$ cat src/rtl/base64url_padded_encoder_core_macros.svh
// Assertion macros shared by the base64url encoder RTL.
`ifndef BASE64URL_PADDED_ENCODER_CORE_MACROS_SVH
`define BASE64URL_PADDED_ENCODER_CORE_MACROS_SVH

// Plain property check, sampled on clk, off while in reset.
`define B64U_ASSERT(lbl, prop, msg) \
	lbl: assert property (@(posedge clk) disable iff (!arst_n) (prop)) else $error(msg);

// Same-cycle implication check.
`define B64U_ASSERT_IMPL(lbl, ante, cons, msg) \
	lbl: assert property (@(posedge clk) disable iff (!arst_n) (ante) |-> (cons)) \
		else $error(msg);

// Next-cycle implication check.
`define B64U_ASSERT_NEXT(lbl, ante, cons, msg) \
	lbl: assert property (@(posedge clk) disable iff (!arst_n) (ante) |=> (cons)) \
		else $error(msg);

`endif

$ cat src/rtl/b64u_pkg.sv
// Package: word types, group result type and alphabet mapping for the base64url encoder.
`default_nettype none

package b64u_pkg;

	typedef struct packed {
		logic [7:0] data_byte;
		logic       final_byte;
	} in_word_t;

	typedef struct packed {
		logic [7:0] out_char;
		logic       last_char;
	} out_word_t;

	// Position of the next byte inside its three-byte group.
	typedef enum logic [1:0] {
		PH0 = 2'd0,
		PH1 = 2'd1,
		PH2 = 2'd2
	} phase_t;

	localparam int unsigned MaxChars = 4;

	// Characters from one input byte; chars[0] goes out first.
	typedef struct packed {
		logic [MaxChars-1:0][7:0] chars;
		logic [2:0]               cnt;
		logic                     fin;
	} grp_t;

	localparam logic [7:0] PadChar   = 8'h3D; // '='
	localparam logic [7:0] DashChar  = 8'h2D; // '-'
	localparam logic [7:0] UnderChar = 8'h5F; // '_'

	// 6-bit index to URL-safe alphabet character.
	function automatic logic [7:0] enc6(input logic [5:0] v);
		logic [7:0] w;
		begin
			w = {2'b00, v};
			if (v < 6'd26)
				enc6 = w + 8'd65;          // 'A'..'Z'
			else if (v < 6'd52)
				enc6 = w + 8'd71;          // 'a'..'z'  (97 - 26)
			else if (v < 6'd62)
				enc6 = w - 8'd4;           // '0'..'9'  (52 - 48)
			else if (v == 6'd62)
				enc6 = DashChar;
			else
				enc6 = UnderChar;
		end
	endfunction

endpackage

`default_nettype wire

$ cat src/rtl/b64u_group.sv
// Group tracker: phase/carry state and the characters one byte yields.
`default_nettype none

module b64u_group (
	input  wire logic             clk,
	input  wire logic             arst_n,
	input  wire b64u_pkg::in_word_t word_s1,
	input  wire logic             load,
	output b64u_pkg::grp_t        grp
);
	import b64u_pkg::*;

	phase_t     phase_q, phase_d;
	logic [3:0] carry_q, carry_d;
	logic [7:0] b;

	assign b = word_s1.data_byte;

	always_comb begin
		grp.chars = '0;
		grp.cnt   = 3'd1;
		grp.fin   = word_s1.final_byte;
		phase_d   = PH0;
		carry_d   = 4'd0;
		unique case (phase_q)
			PH1: begin
				grp.chars[0] = enc6({carry_q[1:0], b[7:4]});
				if (word_s1.final_byte) begin
					grp.chars[1] = enc6({b[3:0], 2'b00});
					grp.chars[2] = PadChar;
					grp.cnt      = 3'd3;
				end else begin
					phase_d = PH2;
					carry_d = b[3:0];
				end
			end
			PH2: begin
				grp.chars[0] = enc6({carry_q, b[7:6]});
				grp.chars[1] = enc6(b[5:0]);
				grp.cnt      = 3'd2;
			end
			default: begin
				// phase 0, and the unused code treated the same
				grp.chars[0] = enc6(b[7:2]);
				if (word_s1.final_byte) begin
					grp.chars[1] = enc6({b[1:0], 4'b0000});
					grp.chars[2] = PadChar;
					grp.chars[3] = PadChar;
					grp.cnt      = 3'd4;
				end else begin
					phase_d = PH1;
					carry_d = {2'b00, b[1:0]};
				end
			end
		endcase
	end

	always_ff @(posedge clk or negedge arst_n) begin
		if (!arst_n) begin
			phase_q <= PH0;
			carry_q <= 4'd0;
		end else if (load) begin
			phase_q <= phase_d;
			carry_q <= carry_d;
		end
	end

endmodule

`default_nettype wire

$ cat src/rtl/b64u_outbuf.sv
// Result register: holds up to four characters and shifts them out one per word.
`default_nettype none
`include "base64url_padded_encoder_core_macros.svh"

module b64u_outbuf (
	input  wire logic              clk,
	input  wire logic              arst_n,
	input  wire logic              load,
	input  wire b64u_pkg::grp_t    grp,
	output logic                   can_load,
	output logic                   enc_valid,
	input  wire logic              enc_ready,
	output b64u_pkg::out_word_t    enc_word
);
	import b64u_pkg::*;

	logic [MaxChars-1:0][7:0] chars_q;
	logic [2:0]               cnt_q;
	logic                     fin_q;
	logic                     fire;

	assign enc_valid          = (cnt_q != 3'd0);
	assign fire               = enc_valid && enc_ready;
	assign can_load           = (cnt_q == 3'd0) || (cnt_q == 3'd1 && enc_ready);
	assign enc_word.out_char  = chars_q[0];
	assign enc_word.last_char = fin_q && (cnt_q == 3'd1);

	always_ff @(posedge clk or negedge arst_n) begin
		if (!arst_n) begin
			cnt_q <= 3'd0;
			fin_q <= 1'b0;
		end else if (load) begin
			cnt_q <= grp.cnt;
			fin_q <= grp.fin;
		end else if (fire) begin
			cnt_q <= cnt_q - 3'd1;
		end
	end

	// payload, no reset
	always_ff @(posedge clk) begin
		if (load) begin
			chars_q <= grp.chars;
		end else if (fire) begin
			chars_q <= {8'h00, chars_q[MaxChars-1:1]};
		end
	end

	`B64U_ASSERT(a_cnt_range, cnt_q <= 3'd4, "char count out of range")
	`B64U_ASSERT_IMPL(a_load_room, load, can_load, "group loaded over pending chars")
	`B64U_ASSERT_NEXT(a_load_nonempty, load, cnt_q != 3'd0, "loaded group left buffer empty")
	`B64U_ASSERT_NEXT(a_drain, fire && cnt_q == 3'd1 && !load, cnt_q == 3'd0,
		"buffer did not drain after last char")

endmodule

`default_nettype wire

$ cat src/rtl/base64url_padded_encoder_core.sv
// Top level: base64url encoder with '=' padding, one input byte per word, one char per word.
// Path: an accepted byte is held in the input register, then loaded into the result register that drives enc_*.
// Output: a byte yields as many characters as its group position gives (1, 2, or up to 4 on a final
//   byte); three bytes yield four characters, which go out one per word as enc_ready allows.
// Reset: arst_n async low clears group phase, carry bits and all valid/count state.
`default_nettype none
`include "base64url_padded_encoder_core_macros.svh"

module base64url_padded_encoder_core (
	input  wire logic                clk,
	input  wire logic                arst_n,
	// byte input
	input  wire logic                src_valid,
	output logic                     src_ready,
	input  wire b64u_pkg::in_word_t  src_word,
	// character output
	output logic                     enc_valid,
	input  wire logic                enc_ready,
	output b64u_pkg::out_word_t      enc_word
);
	import b64u_pkg::*;

	// Input register: holds the next byte while the result register drains.
	logic     valid_s1;
	in_word_t word_s1;
	logic     load;
	logic     can_load;
	grp_t     grp;

	// A byte moves into the result register once the previous characters are
	// gone (or the last one is leaving this cycle), so single-char bytes
	// stream at one per cycle while enc_ready stays high.
	assign load      = valid_s1 && can_load;
	assign src_ready = !valid_s1 || load;

	always_ff @(posedge clk or negedge arst_n) begin
		if (!arst_n) begin
			valid_s1 <= 1'b0;
		end else if (src_ready) begin
			valid_s1 <= src_valid;
		end
	end

	always_ff @(posedge clk) begin
		if (src_valid && src_ready) begin
			word_s1 <= src_word;
		end
	end

	// Phase/carry tracking and the character mapping for the held byte.
	b64u_group u_group (
		.clk     (clk),
		.arst_n  (arst_n),
		.word_s1 (word_s1),
		.load    (load),
		.grp     (grp)
	);

	// Result register and character shifter.
	b64u_outbuf u_outbuf (
		.clk       (clk),
		.arst_n    (arst_n),
		.load      (load),
		.grp       (grp),
		.can_load  (can_load),
		.enc_valid (enc_valid),
		.enc_ready (enc_ready),
		.enc_word  (enc_word)
	);

	`B64U_ASSERT_NEXT(a_hold_s1, valid_s1 && !load, valid_s1 && $stable(word_s1),
		"held byte dropped or changed before load")
	`B64U_ASSERT_NEXT(a_take_s1, src_valid && src_ready, valid_s1,
		"accepted byte not captured")
	`B64U_ASSERT_IMPL(a_ready_free, !valid_s1, src_ready,
		"input stalled with empty input register")

endmodule

`default_nettype wire
$ cat config.mk
export PLATFORM = sky130hd
export DESIGN_NAME = base64url_padded_encoder_core
export DESIGN_NICKNAME = d
export VERILOG_FILES = /design/src/rtl/b64u_pkg.sv /design/src/rtl/b64u_group.sv /design/src/rtl/b64u_outbuf.sv /design/src/rtl/base64url_padded_encoder_core.sv
export VERILOG_INCLUDE_DIRS = /design/src /design/src/rtl
export SDC_FILE = /design/constraint.sdc
export NUM_CORES = 1
export LEC_CHECK = 0
export ABC_AREA = 1
export BUFFER_PORTS_ARGS = -buffer_cell sky130_fd_sc_hd__buf_2
export CORE_MARGIN = 5
export CORE_UTILIZATION = 52
export CTS_CLUSTER_DIAMETER = 30
export DETAILED_ROUTE_END_ITERATION = 12
export GPL_ROUTABILITY_DRIVEN = 1
export GPL_TIMING_DRIVEN = 0
export PLACE_DENSITY = 0.75
export SLEW_MARGIN = 20
export SYNTH_ARGS = -nofsm -noshare
export SYNTH_HDL_FRONTEND = slang
export SYNTH_SLANG_ARGS = --single-unit
export TNS_END_PERCENT = 30
$ cat constraint.sdc
create_clock -name clk -period 2.8 [get_ports clk]
set_clock_uncertainty 0.15 [all_clocks]
set_input_delay 0.14 -clock clk [delete_from_list [all_inputs] [get_ports clk]]
set_output_delay 0.14 -clock clk [all_outputs]
set_load 0.02 [all_outputs]
# == Word-level counts from Yosys, hierarchy flattened ==
# Cells that the tools add are included.
# Widths: inputs -> output; s select.
# op_classes
n_eq_ne,7
n_addsub,19
n_reduce_logical,12
mux,39
order_cmp,18
# ops
cell,n
$mux 8,18
$add 6x7->8 const B,12
$lt 6x6->1 const B,12
$mux 32,2
$sub 6x3->7 const B,6
$pmux 19 s2,1
$lt 6x5->1 const B,6
$mux 7,4
$eq 6x6->1 const B,4
$mux 22,1
$pmux 8 s2,1
$mux 14,1
$mux 3,3
$pmux 4 s2,1
$mux 2,3
$mux 6,1
$logic_and 1x1->1,5
$mux 4,1
$pmux 2 s2,1
$eq 3x1->1 const B,1
$logic_not 3->1,1
$reduce_bool 3->1,1
$sub 3x1->3 const B,1
$eq 2x1->1 const B,1
6 further kinds,7
# totals
inputBits,13
output_inout_bits,11
register_bits,52
wordCells,106

# == Longest topological paths before layout ==
# depth
ltp_word,7
mapped_depth,14
mapped_depth_nobuf,14

# == Modules after synthesis ==
# From an unflattened synthesis, not the netlist that was laid out.
# unflattened
cells_unflattened,653
area_unflattened_um2,4526.8
# by_module_without_submodules
module,seq_area_each_um2,area_per_inst_um2,instances,cells_per_inst
b64u_group,150.1,2539.9,1,464
b64u_outbuf,1061.0,1664.1,1,172
base64url_padded_encoder_core,295.3,322.8,1,17

# == Worst setup path after synthesis ==
# OpenSTA, ideal clock, no wires.
# synth_path
kind,register -> register
from,reg word_s1[5] (netlist name)
to,reg u_outbuf.chars_q (netlist bit u_outbuf.enc_word[6]) (data pin)
path_slack_ns,0.697
synth_period_minus_slack_ns,2.103
setup_time_ns,0.253
path_stages_with_launch,13
t_required_ns,2.397
arrival_ns,1.701
path_buffers,1
cell_sequence,edfxtp_1 buf_2 inv_2 ha_1 nor2_8 inv_1 nor2_8 nand3_1 nand3_1 nand2_1 clkinv_1 nor2_1 nor2_1
# synth_between
elab_chain_cells,7
word_cells_on_any_way,24
classes_between,6 x add/sub; 6 x order compare; 2 x eq/ne; 10 x mux
# synth_lines
item,line,source
"parallel branches: the longest is 5 deep, another holds $sub 6x3->7",n/a,
$pmux 19 s2 *,b64u_group.sv:25,unique case (phase_q)
$mux 32 *,b64u_outbuf.sv:42,if (load) begin
end signal: assignment,b64u_outbuf.sv:43,chars_q <= grp.chars;
end signal: assignment,b64u_outbuf.sv:45,"chars_q <= {8'h00, chars_q[MaxChars-1:1]};"
end: declaration,b64u_outbuf.sv:17,logic [MaxChars-1:0][7:0] chars_q;
# Mark *: on every way between the ends.
# A chain may end at the register's enable or synchronous reset.

# == Worst setup path after layout ==
# layout_path
from,reg word_s1[7] (netlist name)
to,reg u_outbuf.chars_q (netlist bit u_outbuf.enc_word[1]) (data pin)
# layout_between
elab_chain_cells,6
word_cells_on_any_way,23
classes_between,3 x add/sub; 9 x order compare; 11 x mux
# layout_lines
item,line,source
$sub 6x3->7 / $lt 6x6->1 (equally long branches),"b64u_pkg.sv:46, b64u_pkg.sv:45",
$mux 8,b64u_pkg.sv:45,else if (v < 6'd62)
$mux 8,b64u_pkg.sv:43,else if (v < 6'd52)
$mux 8,b64u_pkg.sv:41,if (v < 6'd26)
$pmux 19 s2 *,b64u_group.sv:25,
$mux 32 *,b64u_outbuf.sv:42,
# Every way passes the cells marked *; elsewhere a longest branch is shown, timed or not.

==> impl_metrics.toml <==
[power_and_ir_drop]
leakagePower_nw = 2.01
ir_drop_uv = 387
power.density_nw_per_um2 = 899

[drt]
drc = 0
vias = 3705
wire_per_inst_um = 15.9
ant_nets = 0
dr.pass1.iters = 5
drt-initial-drc-count = 338
finalWirelength_um = 10600
via_per_inst = 5.54

[worst_setup_path]
end_kind = "flip-flop"
critPathLaunchType = "flip-flop"
crit_type = "flip-flop to flip-flop"
cp_max_fo = 10
worst-endpoint-required_ns = 2.69
arrival_ns = 2.35

[yosys]
syn-num-nets = 566
synth_top_area_share_pct = 21.4
synth_edf_count = 27
synth_cell_types = 42
syn-cell-area_um2 = 3790
post-synth-top-area-cell = "edfxtp_1"
synth_top_cells_by_count = "nand2_1 (157), nand3_1 (49), inv_1 (44), nor2_1 (30)"
syn_area_per_cell_um2 = 7.18
synth_most_common_cell = "nand2_1"
ys_seq_area_share_pct = 28.7
syn_inst = 528
synth-main-ff-cell = "edfxtp_1"
synth-seq-cells = 38
ys_warn_count = 0
synth_area_leaders = "edfxtp_1 (21%), nand2_1 (16%), ha_1 (8.3%), dfrtp_1 (7.3%), nand3_1 (6.5%)"
async_flop_share_pct = 28.9

[global_route]
grt_max_degree = 25
grt_pass1_vias = 3597
grt_pass1_wl_um = 17600
track_usage_pct = 24.8
grt-ovfl-total = 0
busiest_layer = "met2"
antenna_found_initial = 0
gr-usage-met2_pct = 40.6
grtUsageMet3_pct = 3.16
grt_use_met1_pct = 33.0

[clock_network]
clk_pin_slew_worst_paths_ns = 0.08
cts_resized = 0
cts-root-buf = "clkbuf_8"
numCtsBuffers = 5
clk_latency_ns = 0.29
cts_tree = "yes"
cts_max_level = 2
cts_buffer_depth = 2
clock_sinks = 38

[sta]
setup_viol = 0
final-hold-violation-count = 0
period_minus_slack_ns = 2.46
slew_headroom_pct = 59.5
min_period_over_period_pct = 87.9
final_max_slew_viol_count = 0
fmax_ghz = 0.406
worstMarginPinSlew_ns = 0.607
fin_hold_ws_ns = 0.0878
worst_slack_ns = 0.339
rsz0062_at_grt = "no"
setup_tns_ns = 0

[die]
die-width_um = 95.4
initial_core_util_pct = 52.8
rows = 31
coreArea_um2 = 7180
io_pins = 24
die_area_um2 = 9100
die_h_um = 95.4

[finish]
multi_input_area_um2 = 2300
drive_above_1_share_pct = 18.6
stdcell_area_um2 = 4230
stdcell_count = 669
nets = 607
synthToLayoutAreaGrowth_pct = 11.7
layout.area.seq_um2 = 1090
fillers = 693
diodes = 0

[place]
dp_worst_setup_slack_ns = 0.353
gp_congestion = 0.962
dp_hpwl_um = 8140
numPortBuffers = 23
dpl.cell_count = 650
place_area_um2 = 4030

[worst_hold_path]
min_path_type = "input pin to async pin"

[run_status]
outcome = "completed"

[run]
drv_cap = 0
-- worst paths after layout --
kind	startpoint	endpoint	slack [ns]	cells after the start
max	word_s1[7]$_DFFE_PP_	u_outbuf.enc_word[1]$_DFFE_PP_	0.34	12
min	arst_n	u_outbuf.fin_q$_DFFE_PN0N_	0.09	2
max reg2reg	word_s1[7]$_DFFE_PP_	u_outbuf.enc_word[1]$_DFFE_PP_	0.34	12
min reg2reg	u_outbuf.fin_q$_DFFE_PN0N_	u_outbuf.fin_q$_DFFE_PN0N_	0.37	2
max in group asynchronous	arst_n	valid_s1$_DFFE_PN0N_	2.20	2
min in group clk	enc_ready	valid_s1$_DFFE_PN0N_	0.12	4
-- cell families (layout without fill, tap and decap cells) --
family          after synthesis  after routing  share of synthesized area [%]
mux                           1              1                          0.297
simple gates                279            279                           35.8
flops                        38             38                           28.7
buf+inv                      86            128                           10.8
xor+xnor                     14             14                           3.24
compound gates               85             85                           13.0
fa+ha+maj                    25             25                           8.25
-- cells in the final DEF, fill, tap and decap left out, types with 2 or more instances in the layout --
master	count
o211ai_1	5
a32oi_1	2
a31oi_1	3
nor3_1	7
ha_1	25
nand2_4	3
nor2_8	5
nor2_4	9
o32ai_1	3
o31ai_1	2
nor2_1	30
a21oi_1	24
nand2_1	157
edfxtp_1	27
clkinv_2	4
buf_6	4
dlygate4sd3_1	11
xor2_1	12
nand4_1	4
xnor2_1	2
inv_1	44
dfrtp_1	11
nand2_2	9
o22ai_1	2
a21oi_2	2
o21ai_0	27
inv_2	16
nand3_1	49
buf_4	11
inv_4	2
nand3_2	3
clkbuf_8	6
buf_2	27
o21ai_1	11
-- worst max-delay path, stage by stage (launching register included) --
cell and delay (ns):
edfxtp_1 0.42, buf_4 0.20, inv_1 0.22, ha_1 0.32
nand2_1 0.12, nor2_4 0.15, nor2_8 0.07, nor2_4 0.11
nand3_1 0.08, o211ai_1 0.10, o21ai_1 0.13, nand2_1 0.07
nand2_1 0.05
-- power breakdown --
group / total (mW) / switching [mW] / internal [mW] / leakage, nW
Combinational: 2.36 / 1.59 / 0.778 / 1.56
Sequential: 1.04 / 0.138 / 0.900 / 0.404
Clock: 0.403 / 0.205 / 0.198 / 0.0472
Total: 3.81 / 1.93 / 1.88 / 2.01
-- final cells by class --
type	count	area share, %
multi-input cells	404	54.2
flip-flops and latches	38	25.7
inverters	66	6.06
repair buffers	34	5.32
plain buffers	20	3.58
well taps	99	2.93
clock buffers	6	1.95
clock inverters	2	0.296
-- per-layer routing --
| layer | vias to the layer above | part of all wire, % |
|---|---|---|
| li1 | 1810 | - |
| met1 | 1664 | 44 |
| met2 | 191 | 47 |
| met3 | 40 | 5.6 |
| met4 | 0 | 3.6 |
| met5 | - | 0 |
-- registers in the layout, indices dropped and copies added, names as in the netlist --
register,cells
u_outbuf.chars_q,10
word_s1,9
u_outbuf.enc_word,8
u_group.carry_q,4
u_outbuf.cnt_q,3
u_group.phase_q,2
u_outbuf.fin_q,1
valid_s1,1
-- per-stage QoR --
step / total power, mW / utilization, %
4_1_cts: 3.77 / 59.0
2_1_floorplan: 2.75 / -
3_3_place_gp: 3.33 / 56.1
5_1_grt: 4.11 / 59.0
6_report: 3.81 / 59.0
3_5_place_dp: 3.35 / 56.1
-- what timing repair did --
item                                    in CTS  in global routing
hold endpoints to repair                    21                  0
buffers inserted                             0                  0
endpoints found under the setup margin       0                  0
hold buffers                                11                  0
Power figures use the tool's default switching activity.
